<file path="src/pbld_pkg.sv">
// Package for the partial body length decoder.
// Holds the phase and status codes, the header lead byte boundaries and the item and result types.
// No dependencies; every other file in src imports it.
package pbld_pkg;

	// Decoder phases.
	localparam logic [2:0] PH_LEAD   = 3'd0;
	localparam logic [2:0] PH_SECOND = 3'd1;
	localparam logic [2:0] PH_LONG   = 3'd2;
	localparam logic [2:0] PH_BODY   = 3'd3;
	localparam logic [2:0] PH_DONE   = 3'd4;
	localparam logic [2:0] PH_ERROR  = 3'd5;

	// Result status codes.
	localparam logic [1:0] ST_DATA      = 2'd0;
	localparam logic [1:0] ST_END       = 2'd1;
	localparam logic [1:0] ST_NO_LENGTH = 2'd2;
	localparam logic [1:0] ST_TRUNCATED = 2'd3;

	// Header lead byte boundaries.
	localparam logic [7:0] LEAD_TWO_BYTE  = 8'd192;
	localparam logic [7:0] LEAD_PARTIAL   = 8'd224;
	localparam logic [7:0] LEAD_FIVE_BYTE = 8'd255;
	localparam logic [31:0] TWO_BYTE_BIAS = 32'd192;

	typedef struct packed {
		logic [7:0] data;
		logic       ended;
	} pbld_item_t;

	typedef struct packed {
		logic [7:0] data;
		logic [1:0] status;
		logic       last;
	} pbld_res_t;

endpackage

</file>
<file path="src/pbld_ctrl.sv">
// Header parser and body counter of the partial body length decoder.
// Holds the framing state and decides the result for the item in stage 1.
// Depends on pbld_pkg.
module pbld_ctrl (
	input  logic                 clk,
	input  logic                 arst_n,
	input  pbld_pkg::pbld_item_t item_s1,
	input  logic                 fire,
	output logic                 emit,
	output pbld_pkg::pbld_res_t  res
);
	import pbld_pkg::*;

	logic [2:0]  phase_q, phase_d;
	logic [31:0] rem_q, rem_d;
	logic        fin_q, fin_d;
	logic [1:0]  lbl_q, lbl_d;
	logic [7:0]  c;
	logic [31:0] rem_m1;
	logic [31:0] long_rem;

	assign c        = item_s1.data;
	assign rem_m1   = rem_q - 32'd1;
	assign long_rem = {rem_q[23:0], c};

	always_comb begin
		phase_d = phase_q;
		rem_d   = rem_q;
		fin_d   = fin_q;
		lbl_d   = lbl_q;
		emit    = 1'b0;
		res     = '{data: 8'd0, status: ST_DATA, last: 1'b0};
		if (phase_q <= PH_BODY) begin
			if (item_s1.ended) begin
				phase_d = PH_ERROR;
				emit    = 1'b1;
				res.status = (phase_q == PH_BODY && rem_q != 32'd0) ? ST_TRUNCATED
					: ST_NO_LENGTH;
			end else begin
				unique case (phase_q)
					PH_LEAD: begin
						if (c < LEAD_TWO_BYTE) begin
							rem_d = {24'd0, c};
							fin_d = 1'b1;
							if (c == 8'd0) begin
								phase_d    = PH_DONE;
								emit       = 1'b1;
								res.status = ST_END;
							end else begin
								phase_d = PH_BODY;
							end
						end else if (c < LEAD_PARTIAL) begin
							// (lead - 192) * 256; lead bits 4:0 are the high part.
							rem_d   = {19'd0, c[4:0], 8'd0};
							phase_d = PH_SECOND;
						end else if (c == LEAD_FIVE_BYTE) begin
							rem_d   = 32'd0;
							lbl_d   = 2'd3;
							phase_d = PH_LONG;
						end else begin
							rem_d   = 32'd1 << c[4:0];
							fin_d   = 1'b0;
							phase_d = PH_BODY;
						end
					end
					PH_SECOND: begin
						rem_d   = rem_q + {24'd0, c} + TWO_BYTE_BIAS;
						fin_d   = 1'b1;
						phase_d = PH_BODY;
					end
					PH_LONG: begin
						rem_d = long_rem;
						if (lbl_q != 2'd0) begin
							lbl_d = lbl_q - 2'd1;
						end else begin
							fin_d = 1'b1;
							if (long_rem == 32'd0) begin
								phase_d    = PH_DONE;
								emit       = 1'b1;
								res.status = ST_END;
							end else begin
								phase_d = PH_BODY;
							end
						end
					end
					PH_BODY: begin
						if (rem_q == 32'd0) begin
							phase_d = PH_LEAD;
						end else begin
							rem_d    = rem_m1;
							emit     = 1'b1;
							res.data = c;
							if (rem_m1 == 32'd0) begin
								if (fin_q) begin
									phase_d  = PH_DONE;
									res.last = 1'b1;
								end else begin
									phase_d = PH_LEAD;
								end
							end
						end
					end
					default: ;
				endcase
			end
		end
	end

	always_ff @(posedge clk or negedge arst_n) begin
		if (!arst_n) begin
			phase_q <= PH_LEAD;
			rem_q   <= 32'd0;
			fin_q   <= 1'b0;
			lbl_q   <= 2'd0;
		end else if (fire) begin
			phase_q <= phase_d;
			rem_q   <= rem_d;
			fin_q   <= fin_d;
			lbl_q   <= lbl_d;
		end
	end

	// Any end or error result leaves the decoder in a terminal phase.
	a_terminal_after_status: assert property (@(posedge clk) disable iff (!arst_n)
		fire && emit && res.status != ST_DATA |=> phase_q == PH_DONE || phase_q == PH_ERROR)
		else $error("non-data result did not stop the decoder");

	// The marked final byte ends the stream.
	a_done_after_last: assert property (@(posedge clk) disable iff (!arst_n)
		fire && emit && res.last |=> phase_q == PH_DONE)
		else $error("last byte did not move the decoder to done");

	// Terminal phases are sticky.
	a_terminal_sticky: assert property (@(posedge clk) disable iff (!arst_n)
		phase_q == PH_DONE || phase_q == PH_ERROR |=> $stable(phase_q))
		else $error("terminal phase left before reset");

endmodule

</file>
<file path="src/pbld_outreg.sv">
// Result register of the partial body length decoder.
// Holds one result until the output transfer completes.
// Depends on pbld_pkg.
module pbld_outreg (
	input  logic                clk,
	input  logic                arst_n,
	input  logic                load,
	input  pbld_pkg::pbld_res_t res,
	input  logic                out_ready,
	output logic                out_valid,
	output logic                slot_free,
	output pbld_pkg::pbld_res_t res_q
);
	import pbld_pkg::*;

	logic valid_q;

	assign slot_free = !valid_q || out_ready;
	assign out_valid = valid_q;

	always_ff @(posedge clk or negedge arst_n) begin
		if (!arst_n) begin
			valid_q <= 1'b0;
		end else if (slot_free) begin
			valid_q <= load;
		end
	end

	always_ff @(posedge clk) begin
		if (load) begin
			res_q <= res;
		end
	end

endmodule

</file>
<file path="src/partial_body_length_decoder_top.sv">
// Partial body length decoder, top level. Depends on pbld_pkg, pbld_ctrl, pbld_outreg.
// Pipeline: two register stages, the input register and the result register. A result
// is decided while its byte sits in the input register, is then held in the result
// register and leaves from there once out_ready is high.
// Throughput: one input byte per cycle; header bytes produce no result. A byte that
// produces a result waits in the input register while a stalled result occupies the
// result register, and the input stalls with it.
// Reset: arst_n clears all valid flags and returns the decoder to expecting a lead byte.
module partial_body_length_decoder_top (
	input  logic       clk,
	input  logic       arst_n,
	input  logic       in_valid,
	output logic       in_ready,
	input  logic [7:0] in_byte,
	input  logic       in_end,
	output logic       out_valid,
	input  logic       out_ready,
	output logic [7:0] out_byte,
	output logic [1:0] status,
	output logic       last
);
	import pbld_pkg::*;

	// Stage 1 holds the accepted input transfer while its result is decided.
	pbld_item_t item_s1;
	logic       valid_s1;
	logic       emit;
	logic       fire;
	logic       slot_free;
	pbld_res_t  res;
	pbld_res_t  res_q;

	// The stage 1 item retires when it either produces nothing or the
	// result register can take its result. Header bytes retire without
	// waiting on the output side, so the input keeps moving.
	assign fire     = valid_s1 && (!emit || slot_free);
	assign in_ready = !valid_s1 || fire;

	always_ff @(posedge clk or negedge arst_n) begin
		if (!arst_n) begin
			valid_s1 <= 1'b0;
		end else if (in_ready) begin
			valid_s1 <= in_valid;
		end
	end

	always_ff @(posedge clk) begin
		if (in_valid && in_ready) begin
			item_s1 <= '{data: in_byte, ended: in_end};
		end
	end

	// Framing state and the per-byte decision.
	pbld_ctrl u_ctrl (
		.clk     (clk),
		.arst_n  (arst_n),
		.item_s1 (item_s1),
		.fire    (fire),
		.emit    (emit),
		.res     (res)
	);

	// Result register; it accepts a new result in the cycle the old one leaves.
	pbld_outreg u_outreg (
		.clk       (clk),
		.arst_n    (arst_n),
		.load      (fire && emit),
		.res       (res),
		.out_ready (out_ready),
		.out_valid (out_valid),
		.slot_free (slot_free),
		.res_q     (res_q)
	);

	assign out_byte = res_q.data;
	assign status   = res_q.status;
	assign last     = res_q.last;

	// Only a payload byte can carry the final-byte mark.
	a_last_is_data: assert property (@(posedge clk) disable iff (!arst_n)
		out_valid && last |-> status == ST_DATA)
		else $error("last mark on a non-data result");

	// A result is never loaded into a full, stalled result register.
	a_no_overwrite: assert property (@(posedge clk) disable iff (!arst_n)
		out_valid && !out_ready |-> !(fire && emit))
		else $error("result register overwritten while stalled");

endmodule

</file>
<file path="config.mk">
export PLATFORM = sky130hd
export DESIGN_NAME = partial_body_length_decoder_top
export DESIGN_NICKNAME = d
export VERILOG_FILES = /design/src/pbld_pkg.sv /design/src/pbld_ctrl.sv /design/src/pbld_outreg.sv /design/src/partial_body_length_decoder_top.sv
export SDC_FILE = /design/constraint.sdc
export NUM_CORES = 1
export LEC_CHECK = 0
export ABC_CLOCK_PERIOD_IN_PS = 7520
export BUFFER_PORTS_ARGS = -buffer_cell sky130_fd_sc_hd__buf_4
export CORE_MARGIN = 2
export CORE_UTILIZATION = 38
export DETAILED_ROUTE_END_ITERATION = 10
export SETUP_SLACK_MARGIN = 0.3
export SYNTH_ARGS = -nofsm -noshare
export SYNTH_HDL_FRONTEND = slang
export SYNTH_SLANG_ARGS = --single-unit
</file>
<file path="constraint.sdc">
create_clock -name clk -period 7.52 [get_ports clk]
set_input_delay 0.376 -clock clk [delete_from_list [all_inputs] [get_ports clk]]
set_output_delay 0.376 -clock clk [all_outputs]
set_load 0.02 [all_outputs]
</file>
# Word level (Yosys, flattened, before mapping)
# Cells that the tools add are included.
[word_totals]
word_cells = 106
reg_bits = 60
[classes]
bitwise = 4
n_shift = 1
muxes = 42
n_eq_ne = 14
reduce_logical = 27
n_addsub = 4
magnitude_cmp = 3
[op_table]
columns = ["op", "count"]
rows = [
  ["$mux 32", 4],
  ["$pmux 32 s4", 1],
  ["$logic_not 32->1", 3],
  ["$add 32x8->32", 1],
  ["$add 32x8->32 const B", 1],
  ["$reduce_bool 32->1", 1],
  ["$shl 1x5->32 const A", 1],
  ["$sub 32x1->32 const B", 1],
  ["$mux 3", 9],
  ["$lt 8x8->1 const B", 2],
  ["$mux 1", 16],
  ["$mux 2", 7],
  ["$pmux 3 s4", 1],
  ["$reduce_and 5->1", 2],
  ["$eq 8x8->1 const B", 1],
  ["$logic_not 8->1", 1],
  ["$ne 2x2->1 const B", 4],
  ["$pmux 2 s2", 2],
  ["$reduce_and 8->1", 1],
  ["$reduce_and 7->1", 1],
  ["$eq 3x2->1 const B", 2],
  ["$ne 3x2->1 const B", 2],
  ["$pmux 1 s3", 2],
  ["$reduce_bool 5->1", 1],
  ["16 further kinds", 28],
]

# Longest topological paths before layout
[depth]
depth_word = 11
depth_mapped = 13
ltp_nobuf = 12

# By module
# A second synthesis with hierarchy kept.
[hier_totals]
hier_cells = 703
area_unflattened_um2 = 5521.5
[modules_own_cells]
columns = ["mod", "cells_each", "n_inst", "area_per_inst_um2"]
rows = [
  ["pbld_ctrl", 673, 1, 4794.6],
  ["pbld_outreg", 14, 1, 377.9],
  ["partial_body_length_decoder_top", 16, 1, 349.1],
]

# Least setup slack after synthesis
# No wires, ideal clock.
[synth_path]
path_kind = "reg-to-reg"
start = "register u_ctrl.rem_q[1]"
end = "register u_ctrl.rem_q[23]"
stages_incl_launch_ff = 13
arrival_ps = 2734
path_buffers = 0
setup_slack_ps = 4704
required_time_ps = 7437
cell_sequence = "dfrtp_1 ha_1 ha_1 inv_1 fa_1 nor2b_1 o21bai_1 a21boi_0 o21ai_0 a211oi_2 nand2_1 o31a_1 o21ai_0"
[synth_between]
elab_chain_len = 10
word_cells_on_any_way = 18
cone_classes = "add/sub (3); eq/ne (1); mux (8); reduce/logical (6)"
[synth_lines]
columns = ["item", "line", "text"]
rows = [
  ["from (decl)", "pbld_ctrl.sv:15", "logic [31:0] rem_q, rem_d;"],
  ["from (signal assigned)", "pbld_ctrl.sv:117", "rem_q <= rem_d;"],
  ["branches (longest 10 deep; another with $add 32x8->32)", "-", ""],
]
# Parallel ways; which one is timed is not known. The select of a mux whose other input is x is not followed.
# A chain may end at the register's enable or synchronous reset.

# Final worst setup path
[layout_path]
start = "register u_ctrl.rem_q[0]"
end = "register u_ctrl.phase_q[1]"
[layout_between]
elab_chain_len = 10
word_cells_on_any_way = 20
cone_classes = "add/sub (1); eq/ne (1); mux (11); reduce/logical (7)"
[layout_lines]
columns = ["item", "line", "text"]
rows = [
  ["branches (longest 10 deep; another with $sub 32x1->32)", "-", ""],
  ["to (signal assigned)", "pbld_ctrl.sv:116", "phase_q <= phase_d;"],
  ["to (decl)", "pbld_ctrl.sv:14", "logic [2:0] phase_q, phase_d;"],
]
# Parallel ways; which one is timed is not known. The select of a mux whose other input is x is not followed.

==> results.cfg <==
[run_status]
outcome = finished, final reports clean

[synthesis]
post_synth.cell_area_avg_um2 = 8.08
yosysTopAreaCellShare_pct = 19.0
count_of_different_cell_masters_after_synthesis = 82
ys_ff_latch = 60
dominantRegCellSynth = sky130_fd_sc_hd__dfrtp_1
ys_warn_count = 0
ys_seq_area_share_pct = 30.3
synth_async_sr_flop_share_pct = 66.7
netlist_top_cells_area = sky130_fd_sc_hd__dfrtp_1 19%, sky130_fd_sc_hd__edfxtp_1 11%, sky130_fd_sc_hd__o21ai_0 5.2%
synth_area_leader_cell = sky130_fd_sc_hd__dfrtp_1
number_of_instances_in_the_synthesized_netlist = 653
post_synth_instance_area_um2 = 5280
count_of_flip_flops_with_a_built_in_enable_after_synthesis = 20
postSynthNetCount = 687

[clock_network]
cts_hold_buffers = 0
cts_sinks = 60
post_cts.repair.setup_buffers = 0
cts-resized-gates = 0
tritoncts_clock_tree = built
clkTransAtPathRegs_ns = 0.06
insertion_delay_ns = 0.35
clockRootBuffer = sky130_fd_sc_hd__clkbuf_16
cts.path.max_buffers = 2
cts_htree_levels = 3
cts-buffers-inserted = 9

[min_path]
hp-class = in -> async

[route]
detail_route.drc_violations = 0
drt.antenna.violating_nets = 0
iteration_count_of_the_initial_detailed_routing_pass = 7
via_density = 6.40
dr.first_iter.drc_count = 919
drt_wl_cell_um = 21.4
totalWireLength_um = 17700
via_count = 5304

[setup_path]
arrival_time_worst_endpoint_ns = 4.30
worstPathBufferInverterCount = 1
path_class = reg -> reg
crit_required_ns = 7.75
timing.critical_path.cells = inv_1, ha_1, nor3b_2, nand2_1, nor4_1, xnor2_1, nand4_1, a2111oi_1, nor3_1, a211o_1
critPathTopFamily = simple AND/OR/NAND/NOR gates
crit_path_end_kind = register
cp-start-kind = register
critical_path.max_stage_delay_ns = 1.04
timing.critical_path.slowest_stage_cell = sky130_fd_sc_hd__a2111oi_1
critical_path.max_fanout = 9

[power_and_ir_drop]
power_leakage_nw = 2.17
share_comb_of_total_power_pct = 45.8
seqPwrFrac_pct = 30.2
total_switching_power_uw = 921
clkPwrFrac_pct = 24.1
power-per-cell-area_nw_per_um2 = 341
p_total_mw = 2.00
intPower_mw = 1.08
vdd_ir_max_mv = 0.137
switching_share_pct = 46.0

[sta]
setup_viol_count_final = 0
worst-slew-pin-transition_ns = 1.21
timing.final.max_slew_violations = 0
maxClockFrequency_mhz = 246
final_min_period_over_clock_period_pct = 54.1
finalWorstPathRequiredPeriod_ns = 4.07
rsz0062_at_grt = no
slew-limit-headroom_pct = 19.0
finalSetupTns_ns = 0
total_count_of_hold_check_failures_in_the_final_report = 0
finClkSkew_ns = 0.00867

[run]
max_cap_violations = 0

[grt]
first_global_vias = 4952
grt_antenna_before_repair = 0
grt_usage_pct = 24.9
grt_first_pass_wirelength_um = 28300
grt_overflow_total = 0
grt_start_max_net_pins = 58

[floorplan]
fp.dieH_um = 122
boundaryPins = 26
initial_utilization_pct = 38.5
design.die.area_um2 = 14800
chipWidth_um = 122
fp-row-count = 43
core_um2 = 13700

[cells_and_area]
filler_cell_count = 1361
areaGrowthSynthToFinish_pct = 11.2
diodes = 0
layout.nets = 678
final_layout_size_suffix_gt1_share_pct = 12.0

[placement]
gpl.final_weighted_congestion = 0.970
port-buffer-count = 25
place_hpwl_um = 12400
## per-stage QoR
step	util [%]	setup slack (ns)	instances	hold slack (ns)	instance area (um2)
2_1_floorplan	-	4.70	653	0.0804	5280
3_3_place_gp	40.3	3.57	813	0.403	5530
3_5_place_dp	40.3	3.61	813	0.413	5530
4_1_cts	42.8	3.59	829	0.0436	5870
5_1_grt	42.8	3.19	829	0.0764	5870
6_report	42.8	3.45	829	0.0132	5870
## synthesized netlist by cell type (all sizes together) (6+ instances only)
cell type / instances
o22ai: 9
clkbuf: 38
and3: 8
inv: 26
a221oi: 8
nor2b: 8
nor4: 18
xnor2: 19
nor3: 28
a21oi: 43
dfrtp: 40
o21ai: 56
or3: 6
nand3: 21
buf: 13
a31oi: 16
a211oi: 10
nand2b: 12
edfxtp: 20
ha: 20
nand2: 45
o31a: 7
nand4: 7
nor2: 64
and2: 12
## state kept, by name, summed over array words and instances, names as in the netlist
name,count
u_ctrl.phase_q,3
u_outreg.res_q,11
u_ctrl.lbl_q,2
u_outreg.out_valid,1
valid_s1,1
u_ctrl.rem_q,32
item_s1,9
u_ctrl.fin_q,1
## final cells by class
type,instances,area (um2),area share [%]
sequential,60,1600,27.3
timing repair buffer,31,233,3.97
clock inverter,6,113,1.92
inverter,26,97.6,1.66
multi-input combinational,516,3370,57.4
clock buffer,10,229,3.90
tap,180,225,3.84
## worst reg2reg max path: stages (launching register included)
cell                        delay [ns]
sky130_fd_sc_hd__dfrtp_1          0.49
sky130_fd_sc_hd__inv_1            0.15
sky130_fd_sc_hd__ha_1             0.23
sky130_fd_sc_hd__nor3b_2          0.48
sky130_fd_sc_hd__nand2_1          0.36
sky130_fd_sc_hd__nor4_1           0.34
sky130_fd_sc_hd__xnor2_1          0.25
sky130_fd_sc_hd__nand4_1          0.15
sky130_fd_sc_hd__a2111oi_1        1.04
sky130_fd_sc_hd__nor3_1           0.15
sky130_fd_sc_hd__a211o_1          0.31
## power by group through the flow
| stage | clock network, mW | registers, mW | logic [mW] |
|---|---|---|---|
| 2_1_floorplan | 0 | 0.492 | 0.736 |
| 3_3_place_gp | 0 | 0.598 | 0.884 |
| 3_5_place_dp | 0 | 0.603 | 0.890 |
| 4_1_cts | 0.490 | 0.596 | 0.898 |
| 5_1_grt | 0.503 | 0.615 | 1.00 |
| 6_report | 0.481 | 0.604 | 0.916 |
## metal layers
layer / share of wire (%) / wire length (um) / global-route usage [%]
met2: 45 / 8010 / 37.6
met3: 8.7 / 1550 / 4.92
met5: 0 / 0 / 0
met1: 43 / 7680 / 34.9
met4: 2.7 / 475 / 10.1
## cells in the final DEF (no fill, tap or decap), types with 16 or more instances in the layout
cell and count:
sky130_fd_sc_hd__a21oi_1 43, sky130_fd_sc_hd__a31oi_1 16, sky130_fd_sc_hd__buf_4 31, sky130_fd_sc_hd__dfrtp_1 40
sky130_fd_sc_hd__edfxtp_1 20, sky130_fd_sc_hd__ha_1 20, sky130_fd_sc_hd__inv_1 26, sky130_fd_sc_hd__nand2_1 43
sky130_fd_sc_hd__nand3_1 19, sky130_fd_sc_hd__nor2_1 64, sky130_fd_sc_hd__nor3_1 25, sky130_fd_sc_hd__o21ai_0 55
sky130_fd_sc_hd__xnor2_1 19
## logic make-up after synthesis
logic type	after synthesis	synth area share [%]
DFF	60	30.3
AOI/OAI and AO/OA	213	26.9
and+or+nand+nor	251	26.2
xor gates and xnor gates	24	3.98
muxes	7	1.42
buffers and inverters	77	6.05
adders and majority gates	21	5.12
## worst paths after layout
check | start | to | slack [ns] | cells past startpoint
worst max-delay path | u_ctrl.rem_q[0] | u_ctrl.phase_q[1] | 3.45 | 10
worst min-delay path | arst_n | u_ctrl.rem_q[25] | 0.01 | 1
worst max register to register | u_ctrl.rem_q[0] | u_ctrl.phase_q[1] | 3.45 | 10
worst min register to register | u_ctrl.lbl_q[1] | u_ctrl.lbl_q[1] | 0.52 | 1
max in group asynchronous | arst_n | u_ctrl.rem_q[30] | 7.10 | 1
min in group clk | in_byte[7] | item_s1[8] | 0.20 | 1
Power figures use the tool's default switching activity.
